**config.mk**
```make
export PLATFORM = sky130hd
export DESIGN_NAME = line_raster_bresenham
export DESIGN_NICKNAME = d
export VERILOG_FILES = /design/src/design/lrb_pkg.sv /design/src/design/lrb_setup.sv /design/src/design/lrb_walker.sv /design/src/design/line_raster_bresenham.sv
export SDC_FILE = /design/constraint.sdc
export NUM_CORES = 1
export LEC_CHECK = 0
export BUFFER_PORTS_ARGS = -buffer_cell sky130_fd_sc_hd__buf_2
export CAP_MARGIN = 30
export CORE_ASPECT_RATIO = 0.7
export CORE_UTILIZATION = 40
export CTS_CLUSTER_DIAMETER = 50
export DETAILED_ROUTE_END_ITERATION = 7
export MAX_ROUTING_LAYER = met4
export PLACE_DENSITY = 0.61
export SYNTH_ARGS = -nofsm -noshare
export SYNTH_HDL_FRONTEND = slang
export SYNTH_SLANG_ARGS = --single-unit
```
**constraint.sdc**
```tcl
create_clock -name clk -period 11.3 [get_ports clk]
set_clock_uncertainty 0.15 [all_clocks]
set_input_delay 0.565 -clock clk [delete_from_list [all_inputs] [get_ports clk]]
set_output_delay 0.565 -clock clk [all_outputs]
set_load 0.005 [all_outputs]
```
**src/design/lrb_pkg.sv**
```systemverilog
// ----------------------------------------------------------------------------
// lrb_pkg
// Shared widths, action codes and structs for the line rasterizer.
// ----------------------------------------------------------------------------
`default_nettype none

package lrb_pkg;

  localparam int COORD_BITS = 12;
  localparam int CW         = COORD_BITS;
  localparam int ERR_W      = COORD_BITS + 3;
  localparam int SPAN_W     = COORD_BITS + 2;
  localparam int CNT_W      = COORD_BITS + 1;
  localparam int COLOUR_W   = 32;

  localparam logic ACT_LOAD = 1'b0;
  localparam logic ACT_STEP = 1'b1;

  typedef logic signed [CW-1:0]    coord_t;
  typedef logic signed [ERR_W-1:0] err_t;
  typedef logic [SPAN_W-1:0]       span_t;
  typedef logic [CNT_W-1:0]        cnt_t;
  typedef logic [COLOUR_W-1:0]     colour_t;

  // Line parameters worked out from a load item.
  typedef struct packed {
    logic   axes_swapped;
    logic   minor_step_down;
    coord_t major_pos;
    coord_t minor_pos;
    err_t   error_term;
    span_t  twice_major_span;
    span_t  twice_minor_span;
    cnt_t   pixels_left;
  } line_setup_t;

  typedef struct packed {
    coord_t  x;
    coord_t  y;
    colour_t colour;
    logic    last;
  } pixel_t;

endpackage

`default_nettype wire

```
**src/design/lrb_setup.sv**
```systemverilog
// ----------------------------------------------------------------------------
// lrb_setup
// Turns two endpoints into the starting state of a line walk.
// ----------------------------------------------------------------------------
`default_nettype none

module lrb_setup (
  input  wire lrb_pkg::coord_t start_x,
  input  wire lrb_pkg::coord_t start_y,
  input  wire lrb_pkg::coord_t end_x,
  input  wire lrb_pkg::coord_t end_y,
  output lrb_pkg::line_setup_t setup
);

  logic signed [lrb_pkg::CW:0] dx, dy, adx, ady, dmaj, dmin, admin;
  lrb_pkg::coord_t a_maj, a_min, b_maj, b_min;
  lrb_pkg::coord_t p_maj, p_min, q_maj, q_min;
  logic steep, flip;

  always_comb begin
    dx = {end_x[lrb_pkg::CW-1], end_x} - {start_x[lrb_pkg::CW-1], start_x};
    dy = {end_y[lrb_pkg::CW-1], end_y} - {start_y[lrb_pkg::CW-1], start_y};
    adx = dx[lrb_pkg::CW] ? -dx : dx;
    ady = dy[lrb_pkg::CW] ? -dy : dy;
    steep = ady > adx;

    a_maj = steep ? start_y : start_x;
    a_min = steep ? start_x : start_y;
    b_maj = steep ? end_y : end_x;
    b_min = steep ? end_x : end_y;

    // Order the endpoints so the major coordinate rises.
    flip  = a_maj > b_maj;
    p_maj = flip ? b_maj : a_maj;
    p_min = flip ? b_min : a_min;
    q_maj = flip ? a_maj : b_maj;
    q_min = flip ? a_min : b_min;

    dmaj  = {q_maj[lrb_pkg::CW-1], q_maj} - {p_maj[lrb_pkg::CW-1], p_maj};
    dmin  = {q_min[lrb_pkg::CW-1], q_min} - {p_min[lrb_pkg::CW-1], p_min};
    admin = dmin[lrb_pkg::CW] ? -dmin : dmin;

    setup.axes_swapped     = steep;
    setup.minor_step_down  = dmin[lrb_pkg::CW] || (dmin == '0);
    setup.major_pos        = p_maj;
    setup.minor_pos        = p_min;
    setup.error_term       = -lrb_pkg::err_t'(dmaj);
    setup.twice_major_span = {1'b0, dmaj[lrb_pkg::CW-1:0], 1'b0};
    setup.twice_minor_span = {admin, 1'b0};
    setup.pixels_left      = lrb_pkg::cnt_t'(dmaj) + lrb_pkg::cnt_t'(1);
  end

endmodule

`default_nettype wire

```
**src/design/lrb_walker.sv**
```systemverilog
// ----------------------------------------------------------------------------
// lrb_walker
// Holds the state of the line in progress and produces one pixel per step.
// ----------------------------------------------------------------------------
`default_nettype none

module lrb_walker (
  input  wire                   clk,
  input  wire                   rst,
  input  wire                   fire,
  input  wire                   action,
  input  wire lrb_pkg::line_setup_t setup,
  input  wire lrb_pkg::colour_t colour,
  output logic                  emit,
  output lrb_pkg::pixel_t       pixel,
  output logic                  drawing
);

  logic            axes_swapped;
  logic            minor_step_down;
  lrb_pkg::coord_t major_pos, major_pos_next;
  lrb_pkg::coord_t minor_pos, minor_pos_next;
  lrb_pkg::err_t   error_term, error_term_next, err_sum;
  lrb_pkg::span_t  twice_major_span;
  lrb_pkg::span_t  twice_minor_span;
  lrb_pkg::cnt_t   pixels_left, pixels_left_next;
  lrb_pkg::colour_t line_colour;
  logic            last;
  logic            load;

  assign load = fire && (action == lrb_pkg::ACT_LOAD);
  assign emit = fire && (action == lrb_pkg::ACT_STEP) && drawing;

  always_comb begin
    last = pixels_left <= lrb_pkg::cnt_t'(1);
    pixel.x      = axes_swapped ? minor_pos : major_pos;
    pixel.y      = axes_swapped ? major_pos : minor_pos;
    pixel.colour = line_colour;
    pixel.last   = last;

    major_pos_next = major_pos + lrb_pkg::coord_t'(1);
    err_sum = error_term
            + lrb_pkg::err_t'({{(lrb_pkg::ERR_W-lrb_pkg::SPAN_W){1'b0}}, twice_minor_span});
    // A non-negative error moves the minor coordinate one step.
    if (!err_sum[lrb_pkg::ERR_W-1]) begin
      minor_pos_next  = minor_step_down ? minor_pos - lrb_pkg::coord_t'(1)
                                        : minor_pos + lrb_pkg::coord_t'(1);
      error_term_next = err_sum
          - lrb_pkg::err_t'({{(lrb_pkg::ERR_W-lrb_pkg::SPAN_W){1'b0}}, twice_major_span});
    end else begin
      minor_pos_next  = minor_pos;
      error_term_next = err_sum;
    end
    pixels_left_next = last ? '0 : pixels_left - lrb_pkg::cnt_t'(1);
  end

  always_ff @(posedge clk) begin
    if (rst) begin
      drawing <= 1'b0;
    end else if (load) begin
      drawing <= 1'b1;
    end else if (emit && last) begin
      drawing <= 1'b0;
    end
  end

  always_ff @(posedge clk) begin
    if (load) begin
      axes_swapped     <= setup.axes_swapped;
      minor_step_down  <= setup.minor_step_down;
      major_pos        <= setup.major_pos;
      minor_pos        <= setup.minor_pos;
      error_term       <= setup.error_term;
      twice_major_span <= setup.twice_major_span;
      twice_minor_span <= setup.twice_minor_span;
      pixels_left      <= setup.pixels_left;
      line_colour      <= colour;
    end else if (emit) begin
      major_pos   <= major_pos_next;
      minor_pos   <= minor_pos_next;
      error_term  <= error_term_next;
      pixels_left <= pixels_left_next;
    end
  end

endmodule

`default_nettype wire

```
**src/design/line_raster_bresenham.sv**
```systemverilog
// ----------------------------------------------------------------------------
// line_raster_bresenham
// Integer line rasterizer: a load item sets up a line, each step item
// returns its next pixel with the line colour and a flag on the last pixel.
// ----------------------------------------------------------------------------
// A step item is held in the item register, and its pixel in the output register.
// Throughput: one item per cycle while out_ready does not stall the output; the item
// register feeds the setup and walker logic, which write the output register.
// Reset clears the item and output valid flags and ends any line in progress.
`default_nettype none

module line_raster_bresenham (
  input  wire                    clk,
  input  wire                    rst,
  input  wire                    in_valid,
  output logic                   in_ready,
  input  wire                    action,
  input  wire lrb_pkg::coord_t   start_x,
  input  wire lrb_pkg::coord_t   start_y,
  input  wire lrb_pkg::coord_t   end_x,
  input  wire lrb_pkg::coord_t   end_y,
  input  wire lrb_pkg::colour_t  pixel_colour,
  output logic                   out_valid,
  input  wire                    out_ready,
  output lrb_pkg::coord_t        point_x,
  output lrb_pkg::coord_t        point_y,
  output lrb_pkg::colour_t       point_colour,
  output logic                   final_pixel
);

  logic              item_valid;
  logic              item_action;
  lrb_pkg::coord_t   item_sx, item_sy, item_ex, item_ey;
  lrb_pkg::colour_t  item_colour;
  logic              out_free, fire, emit, drawing;
  lrb_pkg::line_setup_t setup;
  lrb_pkg::pixel_t   pixel;

  assign out_free = !out_valid || out_ready;
  assign fire     = item_valid && out_free;
  assign in_ready = !item_valid || fire;

  always_ff @(posedge clk) begin
    if (rst) begin
      item_valid <= 1'b0;
    end else if (in_valid && in_ready) begin
      item_valid <= 1'b1;
    end else if (fire) begin
      item_valid <= 1'b0;
    end
  end

  always_ff @(posedge clk) begin
    if (in_valid && in_ready) begin
      item_action <= action;
      item_sx     <= start_x;
      item_sy     <= start_y;
      item_ex     <= end_x;
      item_ey     <= end_y;
      item_colour <= pixel_colour;
    end
  end

  lrb_setup u_setup (
    .start_x (item_sx),
    .start_y (item_sy),
    .end_x   (item_ex),
    .end_y   (item_ey),
    .setup   (setup)
  );

  lrb_walker u_walker (
    .clk     (clk),
    .rst     (rst),
    .fire    (fire),
    .action  (item_action),
    .setup   (setup),
    .colour  (item_colour),
    .emit    (emit),
    .pixel   (pixel),
    .drawing (drawing)
  );

  always_ff @(posedge clk) begin
    if (rst) begin
      out_valid <= 1'b0;
    end else if (fire) begin
      out_valid <= emit;
    end else if (out_ready) begin
      out_valid <= 1'b0;
    end
  end

  always_ff @(posedge clk) begin
    if (emit) begin
      point_x      <= pixel.x;
      point_y      <= pixel.y;
      point_colour <= pixel.colour;
      final_pixel  <= pixel.last;
    end
  end

`ifndef SYNTHESIS
  a_load_no_pixel: assert property (@(posedge clk) disable iff (rst)
    (fire && item_action == lrb_pkg::ACT_LOAD) |=> !out_valid)
    else $error("load item produced a pixel");

  a_idle_step_no_pixel: assert property (@(posedge clk) disable iff (rst)
    (fire && item_action == lrb_pkg::ACT_STEP && !drawing) |=> !out_valid)
    else $error("step without a line produced a pixel");

  a_last_ends_line: assert property (@(posedge clk) disable iff (rst)
    (emit && pixel.last) |=> !drawing)
    else $error("line still drawing after its last pixel");

  a_stall_holds_item: assert property (@(posedge clk) disable iff (rst)
    (item_valid && out_valid && !out_ready) |-> !in_ready)
    else $error("input taken while held item is stalled");

  a_emit_needs_line: assert property (@(posedge clk) disable iff (rst)
    emit |-> (drawing && fire))
    else $error("pixel emitted without a line in progress");
`endif

endmodule

`default_nettype wire

```
# After elaboration in Yosys (flattened, before gate mapping)
# Index checks and enable logic that the tools add are counted.
op_classes:
  n_mux: 31
  bitwise: 1
  n_eq_ne: 1
  n_lt_le_gt_ge: 3
  n_reduce_logical: 17
  addsub: 15
ops:
  columns: ["operator", "count"]
  rows:
  - ["$mux 12", 17]
  - ["$mux 13", 5]
  - ["$sub 12x12->13", 4]
  - ["$mux 15", 3]
  - ["$neg 13->13", 3]
  - ["$add 12x2->12 const B", 2]
  - ["$add 15x15->15", 1]
  - ["$neg 13->15", 1]
  - ["$sub 15x14->15", 1]
  - ["$add 13x1->13 const B", 1]
  - ["$gt 13x13->1", 1]
  - ["$le 13x1->1 const B", 1]
  - ["$logic_not 13->1", 1]
  - ["$sub 13x1->13 const B", 1]
  - ["$gt 12x12->1", 1]
  - ["$sub 12x2->12 const B", 1]
  - ["$reduce_bool 2->1", 4]
  - ["$logic_and 1x1->1", 6]
  - ["$mux 1", 6]
  - ["$logic_or 1x1->1", 3]
  - ["$logic_not 1->1", 2]
  - ["$ne 2x2->1 const B", 1]
  - ["$reduce_and 2->1", 1]
  - ["$not 1->1", 1]
word_totals:
  wordCells: 91
  reg_bits: 252

# Depth between registers and ports, before layout
# Gate-level depths: netlist (run 1).
depth:
  ltp_word: 10
  ltp_mapped: 62

# Cells and area by module
# From an unflattened synthesis (run 1), not the netlist that was laid out.
hier_totals:
  hier_cells: 1592
  hier_area_um2: 16565.9
modules_own_cells:
  columns: ["mod", "cells_per_inst", "instances", "area_per_inst_um2"]
  rows:
  - ["lrb_walker", 579, 1, 6560.0]
  - ["lrb_setup", 865, 1, 5758.0]
  - ["line_raster_bresenham", 148, 1, 4247.8]

# Worst setup path before layout (run 1)
# Ideal clock, no wire load.
synth_timing:
  kind: "register to register"
  start: "register item_ex[0]"
  end: "register u_walker.twice_minor_span[12], data pin"
  path_stages_with_launch: 61
  setup_time_ps: 266
  path_slack_ps: 77
  arrival_ps: 10807
  n_path_buf: 9
  cell_sequence: "edfxtp_1 inv_1 ha_1 fa_1 nor2b_1 o21ai_0 nand2b_1 a21o_1 a21o_1 a21o_1 a21o_1 a21o_1 a21o_1 a21oi_1 nand3_1 o21a_1 or4_1 ha_1 [... 25 more ...] nand2_1 ha_1 inv_1 fa_1 a21o_1 a21oi_1 o21bai_1 a21oi_1 o21bai_1 a21oi_1 o21bai_1 a21oi_1 nor2b_1 nor3_1 mux2i_1 clkbuf_1 a41oi_1 xor2_1"
synth_rtl:
  columns: ["element", "line_no", "text"]
  rows:
  - ["from (decl)", "line_raster_bresenham.sv:33", "lrb_pkg::coord_t item_sx, item_sy, item_ex, item_ey;"]
  - ["from (signal assigned)", "line_raster_bresenham.sv:58", "item_ex <= end_x;"]
  - ["to (signal assigned)", "lrb_walker.sv:75", "twice_minor_span <= setup.twice_minor_span;"]
  - ["to (decl)", "lrb_walker.sv:25", "lrb_pkg::span_t twice_minor_span;"]

==> results.yml, run 1 <==
synth:
  synth-compound-area-share_pct: 16.1
  synth_simple_gate_area_share_pct: 14.2
  synth_area_um2: 16100
  syn_nets: 1726
  synth_top_family_by_area: "compound AO/OA/AOI/OAI gates"
  synth_warnings: 0
  synth_edf_count: 248
  synth_cell_type_count: 93
  yosysSeqAreaShare_pct: 46.8
  async_reset_ff_share_pct: 0
  synth.area.mux_share_pct: 3.16
  synthCells: 1533
  synth_ff_type: "edfxtp_1"
  synthXorXnorAreaFrac_pct: 7.14
  syn_area_per_cell_um2: 10.5
  synth_fa_ha_area_share_pct: 8.82
  synth_seq_cells: 251
timing:
  tns_ps: 0
  rsz0062_at_grt: "no"
  worst_pin_slew_ps: 954
  slew_headroom_pct: 35.9
  fmax_mhz: 94.2
  period_needed_ps: 10620
  setup_violations: 0
  hold_viol: 0
  fin_crit_sh_pct: 94.0
  drv_slew: 0
  fin_ws_ps: 684
critical_path:
  end_kind: "flop"
  critPathArrivalTime_ps: 10780
  critPathKind: "flop to flop"
  critPathSlowestCell: "or4_1"
  cpPeakStageDelay_ps: 590
  start_kind: "flop"
  reg2reg_from: "item_sx[2]"
  rrSetupSlack_ps: 680
  crit_path_max_fanout: 40
  worstRegToRegCells: 50
  required_ps: 11470
  worstReg2RegEnd: "u_walker.twice_minor_span[12]"
die:
  initial_core_util_pct: 41.2
  coreArea_um2: 39000
  dieArea_um2: 40900
  io_pins: 144
  dieHeight_um: 170
  die_w_um: 241
  std_cell_rows: 60
grt:
  grt_pass1_wl_um: 72200
  grt_pass1_vias: 12331
  antenna_found_initial: 0
  grt_max_degree: 80
  grt_usage_pct: 23.8
  grt_overflow: 0
flow_run:
  drv_cap: 0
layout:
  final_area_um2: 19600
  drive_above_1_share_pct: 19.7
  fillers: 3542
  antenna_cells: 0
  area_growth_pct: 22.1
  fin_nets: 1995
route:
  drt_iter0_drc: 1164
  ant_nets: 0
  wl_um: 47000
  drc: 0
  drt-pass1-iter-count: 5
  vias: 12959
  via_per_inst: 5.51
  routedWlPerCell_um: 20.0
clock_network:
  clock_latency_ps: 580
  cts_root_buf: "clkbuf_16"
  cts_sinks: 251
  numCtsBuffers: 30
  cts_buffer_depth: 3
  clkTransAtPathRegs_ps: 60
  cts_tree: "built"
  h-tree-depth: 1
placed_design:
  place_ws_ps: 496
  place.gp.congestion: 0.952
  placed_area_um2: 17800
  io_buffer_count: 143
  dp_hpwl_um: 35400
min_path:
  hold_end: "item_ey[9]"
  holdCritStartpoint: "end_y[9]"
  holdPathStages: 1
  hold_class: "input port to flop"
outcome:
  status: "complete, no violations"
-- worst max path at each step --
stage / from / to / slack, ps / cells past startpoint
2_1_floorplan: item_ex[0] / u_walker.twice_minor_span[12] / 80 / 60
3_3_place_gp: item_sx[2] / u_walker.minor_step_down / 690 / 46
3_5_place_dp: item_ex[0] / u_walker.twice_minor_span[12] / 500 / 51
4_1_cts: item_sx[2] / u_walker.twice_minor_span[12] / 430 / 50
5_1_grt: item_sx[2] / u_walker.twice_minor_span[5] / 2 / 52
6_report: item_sx[2] / u_walker.twice_minor_span[12] / 680 / 50
-- routing by layer --
| layer | part of all wire, % | up-vias | global-route usage (%) | routed length, um |
|---|---|---|---|---|
| li1 | - | 6212 | - | - |
| met1 | 49 | 6219 | 35.9 | 23000 |
| met2 | 41 | 460 | 32.7 | 19400 |
| met3 | 7.9 | 68 | 4.28 | 3700 |
| met4 | 2.0 | 0 | 5.06 | 937 |
| met5 | 0 | - | - | 0 |
-- what timing repair did --
| action | CTS | global route |
|---|---|---|
| setup buffers | 0 | 7 |
| endpoints found under the setup margin | 0 | 14 |
| hold buffers | 63 | 1 |
| gates resized for setup | 0 | 16 |
| hold endpoints to repair | 63 | 1 |
-- layout by cell type, fill, tap and decap left out, types with 26 or more instances in the layout --
cell / count
a21o_1: 33
a21oi_1: 91
a31oi_1: 28
and3_1: 27
buf_2: 143
buf_4: 79
clkbuf_16: 31
dlygate4sd3_1: 64
edfxtp_1: 248
ha_1: 101
inv_1: 89
mux2_2: 30
nand2_1: 169
nand2b_1: 26
nand3_1: 26
nor2_1: 86
o211ai_1: 31
o21ai_0: 66
xnor2_1: 81
xor2_1: 48
-- through the flow --
stage	std cells	hold WS [ps]	util, %
2_1_floorplan	1533	250	-
3_3_place_gp	2222	250	45.7
3_5_place_dp	2223	255	45.8
4_1_cts	2341	0.561	49.8
5_1_grt	2352	1.48	50.3
6_report	2352	17.3	50.3
-- synthesized netlist by cell type (all sizes together) (11+ instances only) --
| master | instances | area, um2 |
|---|---|---|
| nor4 | 16 | 121 |
| a21oi | 95 | 487 |
| or3 | 11 | 68.8 |
| xor2 | 48 | 420 |
| o21bai | 16 | 120 |
| a21o | 34 | 257 |
| nand4 | 13 | 103 |
| mux2 | 30 | 338 |
| and3 | 27 | 169 |
| a211oi | 13 | 115 |
| o21ai | 77 | 389 |
| inv | 96 | 360 |
| nand2b | 28 | 175 |
| nor2 | 88 | 340 |
| a31oi | 29 | 181 |
| nand3 | 27 | 140 |
| buf | 20 | 103 |
| edfxtp | 248 | 7450 |
| nor2b | 20 | 125 |
| nand2 | 170 | 646 |
| clkbuf | 37 | 139 |
| nor3 | 18 | 90.1 |
| o211ai | 31 | 233 |
| xnor2 | 82 | 726 |
| o31ai | 12 | 109 |
| ha | 102 | 1280 |
| mux2i | 17 | 170 |
-- critical path, delay by kind of cell, from the launching register on --
kind / cells / cell delay (ps)
compound gates: 24 / 4120
simple gates: 15 / 2920
fa+ha+maj: 4 / 1270
buf+inv: 5 / 1180
flops: 1 / 470
xor+xnor: 1 / 100
mux: 1 / 90
-- cell type report --
cell class	instances	area (um2)	share of cell area (%)
Sequential cell	251	7510	38.3
Inverter	97	367	1.87
Timing Repair Buffer	293	2090	10.7
Multi-Input combinational cell	1129	8020	40.9
Clock buffer	39	795	4.05
Clock inverter	16	159	0.811
Tap cell	527	659	3.37
-- state kept, by name, indices dropped and copies added, names as in the netlist, 13 cells and up --
signal                     flops
u_walker.pixels_left          13
item_colour                   32
u_walker.error_term           14
u_walker.line_colour          32
point_colour                  32
u_walker.twice_minor_span     13
-- cell families (layout without fill, tap and decap cells) --
logic type | Yosys count | after routing
flip-flops | 251 | 251
XOR/XNOR | 130 | 130
AND/OR/NAND/NOR | 457 | 458
buffers and inverters | 154 | 445
AO/OA/AOI/OAI | 384 | 384
multiplexers | 47 | 47
adder cells (fa/ha/maj) | 110 | 110
Power of run 1 is not shown: default switching activity piles up to over one toggle a cycle in this logic, so the estimate is an artifact.
==> run 2, diff against run 1 <==
--- a/config.mk
+++ b/config.mk
@@ -12,7 +12,7 @@
 export CTS_CLUSTER_DIAMETER = 50
 export DETAILED_ROUTE_END_ITERATION = 7
 export MAX_ROUTING_LAYER = met4
-export PLACE_DENSITY = 0.61
+export PLACE_DENSITY = 0.63
 export SYNTH_ARGS = -nofsm -noshare
 export SYNTH_HDL_FRONTEND = slang
 export SYNTH_SLANG_ARGS = --single-unit
==> results.yml, run 2 (same netlist as run 1, synthesis figures left out) <==
outcome:
  status: "complete, no violations"
timing:
  hold_viol: 0
  fin_crit_sh_pct: 96.6
  period_needed_ps: 10910
  fmax_mhz: 91.6
  worst_pin_slew_ps: 1050
  setup_violations: 0
  slew_headroom_pct: 29.5
  tns_ps: 0
  drv_slew: 0
  fin_ws_ps: 386
layout:
  fin_nets: 1914
  drive_above_1_share_pct: 20.3
  area_growth_pct: 18.7
  fin_cells: 2271
  mostFrequentLayoutCells: "edfxtp_1 (248), nand2_1 (169), buf_2 (144), ha_1 (100), inv_1 (90)"
  antenna_cells: 0
  fillers: 3531
  final_area_um2: 19000
  multi_input_comb_area_um2: 8050
  reg_top3: "item_colour: 32 flops, point_colour: 32 flops, u_walker.line_colour: 32 flops"
  ff_latch_area_um2: 7510
  layout_commonest_cell: "edfxtp_1"
critical_path:
  rrSetupSlack_ps: 390
  end_kind: "flop"
  critPathSlowestCell: "or4_1"
  critPathKind: "flop to flop"
  critPathMostFrequentCell: "a21o_1"
  start_kind: "flop"
  cpPeakStageDelay_ps: 570
  required_ps: 11400
  critPathArrivalTime_ps: 11010
  crit_path_max_fanout: 20
placed_design:
  place_inst: 2197
  place.gp.congestion: 0.964
  io_buffer_count: 143
  placed_area_um2: 17600
  dp_hpwl_um: 33800
  place_ws_ps: 20.8
grt:
  grt_overflow: 0
  grt_max_degree: 73
  grt_pass1_vias: 11597
  grt_usage_pct: 22.5
  antenna_found_initial: 0
  grt_pass1_wl_um: 68300
route:
  ant_nets: 0
  drt_iter0_drc: 1202
  via_per_inst: 5.54
  drc: 0
  vias: 12584
  routedWlPerCell_um: 19.9
  wl_um: 45200
  drt-pass1-iter-count: 5
die:
  coreArea_um2: 39000
  std_cell_rows: 60
  dieHeight_um: 170
  io_pins: 144
  die_w_um: 241
  dieArea_um2: 40900
  initial_core_util_pct: 41.2
clock_network:
  h-tree-depth: 2
  cts_tree: "built"
  clkTransAtPathRegs_ps: 60
  cts_root_buf: "clkbuf_16"
  postCtsHoldBufs: 0
  cts_buffer_depth: 3
  clock_latency_ps: 520
  numCtsBuffers: 34
  cts_sinks: 251
flow_run:
  drv_cap: 0
min_path:
  hold_class: "input port to flop"
[run 2: changes by cell type in the layout (fill, tap and decap cells not counted), sizes merged]
cell	delta
bufinv	+3
dlygate4sd3	-64
nor2	-1
clkinv	-2
clkbuf	+2
buf	-21
clkinvlp	+1
mux2i	+1
[run 2: repair_timing]
action | 4_1_cts | 5_1_grt
buffers inserted | 0 | 11
gates resized for setup | 1 | 20
pin swaps | 0 | 4
cloned | 0 | 2
setup endpoints to repair | 1 | 21
[run 2: final cells by class]
| type | count | area share [%] |
|---|---|---|
| clock inverters | 18 | 1.14 |
| clock buffers | 41 | 4.93 |
| multi-input cells | 1129 | 42.3 |
| inverters | 97 | 1.92 |
| well taps | 527 | 3.46 |
| flip-flops and latches | 251 | 39.4 |
| repair buffers | 208 | 6.87 |
[run 2: worst max-delay path, delay by kind of cell, from the launching register on]
kind | cells | cell delay (ps)
AO/OA/AOI/OAI | 24 | 4320
AND/OR/NAND/NOR | 13 | 2660
adder cells (fa/ha/maj) | 5 | 1710
buffers and inverters | 4 | 780
multiplexers | 2 | 480
flip-flops | 1 | 410
XOR/XNOR | 1 | 110
[run 2: final timing paths]
check	startpoint	end	cells after the start
max	item_ex[0]	u_walker.twice_minor_span[12]	49
min	end_y[4]	item_ey[4]	1
max reg2reg	item_ex[0]	u_walker.twice_minor_span[12]	49
min reg2reg	item_colour[27]	u_walker.line_colour[27]	0
[run 2: through the flow]
step | hold slack, ps | utilization [%]
after global placement | 251 | 45.2
after CTS | 45.8 | 48.2
after detailed placement | 255 | 45.3
after floorplan | 250 | -
after global routing | 50.5 | 48.9
final | 65.7 | 48.9
[run 2: layer usage]
metal | routed length [um] | up-vias | global-route usage [%]
li1 | - | 6050 | -
met1 | 21800 | 5972 | 34.0
met2 | 18600 | 501 | 30.8
met3 | 3970 | 61 | 4.16
met4 | 838 | 0 | 5.12
met5 | 0 | - | -
Power of run 2 is left out for the same reason.
==> run 3, diff against run 2 <==
--- a/config.mk
+++ b/config.mk
@@ -5,6 +5,7 @@
 export SDC_FILE = /design/constraint.sdc
 export NUM_CORES = 1
 export LEC_CHECK = 0
+export ABC_AREA = 1
 export BUFFER_PORTS_ARGS = -buffer_cell sky130_fd_sc_hd__buf_2
 export CAP_MARGIN = 30
 export CORE_ASPECT_RATIO = 0.7
==> results.yml, run 3 <==
layout:
  fillers: 3490
  layout_commonest_cell: "nand2_1"
  reg_top3: "item_colour: 32 flops, point_colour: 32 flops, u_walker.line_colour: 32 flops"
  mostFrequentLayoutCells: "nand2_1 (353), edfxtp_1 (248), inv_1 (207), o21ai_0 (148), buf_2 (143)"
  fin_nets: 2056
  ff_latch_area_um2: 7510
  area_growth_pct: 17.9
  drive_above_1_share_pct: 15.0
  multi_input_comb_area_um2: 6800
placed_design:
  dp_hpwl_um: 28400
  place.gp.congestion: 0.937
  io_buffer_count: 143
synth:
  synth_area_um2: 15300
  synth.most_common_cell: "nand2_1"
  synthTopCellsByArea: "edfxtp_1 (49%), nand2_1 (8.6%), ha_1 (8.3%)"
  synth_cell_type_count: 48
  yosys-top-cells-count: "nand2_1 (353), edfxtp_1 (248), inv_1 (209)"
  async_reset_ff_share_pct: 0
  synth_warnings: 0
  synth.area.mux_share_pct: 0.0653
  syn_nets: 1850
  synth_seq_cells: 251
  syn_area_per_cell_um2: 9.24
  synth_edf_count: 248
  synth_fa_ha_area_share_pct: 9.12
  synth_top_area_share_pct: 48.6
  synth-compound-area-share_pct: 10.9
  synth_ff_type: "edfxtp_1"
  synthCells: 1657
  synth_top_family_by_area: "simple AND/OR/NAND/NOR gates"
  yosysTopAreaCell: "edfxtp_1"
  synth_simple_gate_area_share_pct: 18.4
  synthXorXnorAreaFrac_pct: 5.83
  yosysSeqAreaShare_pct: 49.0
critical_path:
  start_kind: "flop"
  end_kind: "flop"
  crit_buf_inv: 10
  critPathArrivalTime_ps: 10430
  required_ps: 11470
  cpPeakStageDelay_ps: 480
  crit_path_max_fanout: 44
  critPathSlowestCell: "ha_1"
  critPathKind: "flop to flop"
  crit_family: "compound AO/OA/AOI/OAI gates"
route:
  ant_nets: 0
  routedWlPerCell_um: 15.7
  drt-pass1-iter-count: 7
  drc: 0
  via_per_inst: 5.02
  drt_iter0_drc: 894
  vias: 11924
  wl_um: 37200
timing:
  setup_violations: 0
  period_needed_ps: 10260
  slew_headroom_pct: 39.9
  tns_ps: 0
  drv_slew: 0
  fmax_mhz: 97.5
  hold_viol: 0
  worst_pin_slew_ps: 901
  fin_crit_sh_pct: 90.8
  rsz0062_at_grt: "no"
clock_network:
  cts_buffer_depth: 3
  cts_root_buf: "clkbuf_16"
  clock_latency_ps: 580
  cts_sinks: 251
  cts_tree: "built"
  clkTransAtPathRegs_ps: 60
  h-tree-depth: 1
  numCtsBuffers: 29
die:
  std_cell_rows: 59
  dieHeight_um: 166
  dieArea_um2: 39100
  io_pins: 144
  initial_core_util_pct: 40.9
  coreArea_um2: 37400
  die_w_um: 236
grt:
  grt_pass1_wl_um: 59100
  antenna_found_initial: 0
  grt_pass1_vias: 11143
  grt_overflow: 0
  grt_usage_pct: 19.5
  grt_max_degree: 64
flow_run:
  drv_cap: 0
outcome:
  status: "complete, no violations"
min_path:
  hold_class: "input port to flop"
run 3: kinds of logic (layout without fill, tap and decap cells):
| family | after synthesis | after routing |
|---|---|---|
| buffers and inverters | 261 | 489 |
| xor gates and xnor gates | 102 | 102 |
| muxes | 1 | 1 |
| other | 0 | 1 |
| and+or+nand+nor | 630 | 631 |
| AOI/OAI and AO/OA | 304 | 304 |
| DFF | 251 | 251 |
| adders and majority gates | 108 | 108 |
run 3: per-layer routing:
layer | track usage, % | vias up | routed length [um]
met2 | 27.3 | 323 | 15000
li1 | - | 6040 | -
met3 | 3.46 | 42 | 2400
met1 | 29.6 | 5519 | 19300
met4 | 3.27 | 0 | 507
met5 | - | - | 0
run 3: what timing repair did:
item / in CTS / in global routing
endpoints found under the setup margin: 0 / 12
hold buffers: 52 / 0
setup buffers: 0 / 2
gates resized for setup: 0 / 2
hold endpoints to repair: 52 / 0
run 3: final timing paths:
| check | depth (start not counted) | from | end | slack (ps) |
|---|---|---|---|---|
| max | 52 | item_sx[0] | u_walker.twice_minor_span[12] | 1040 |
| min | 1 | end_x[8] | item_ex[8] | 20 |
| max reg2reg | 52 | item_sx[0] | u_walker.twice_minor_span[12] | 1040 |
| min reg2reg | 0 | item_colour[5] | u_walker.line_colour[5] | 260 |
run 3: final cells by class:
cell class	instances	area share, %
Sequential cell	251	41.6
Multi-Input combinational cell	1146	37.6
Timing Repair Buffer	211	7.71
Inverter	224	4.66
Clock buffer	31	4.06
Tap cell	488	3.38
Clock inverter	23	0.990
Antenna cell	1	0.0139
run 3: metrics by stage:
stage	area (um2)	util, %	setup WS, ps	instances	hold WS [ps]
2_1_floorplan	15300	-	1940	1657	250
3_3_place_gp	16500	44.2	1030	2262	250
3_5_place_dp	16600	44.3	625	2263	255
4_1_cts	18000	48.1	581	2369	0.735
5_1_grt	18100	48.3	52.1	2374	1.49
6_report	18100	48.3	1040	2375	22.4
Power of run 3 is left out for the same reason.
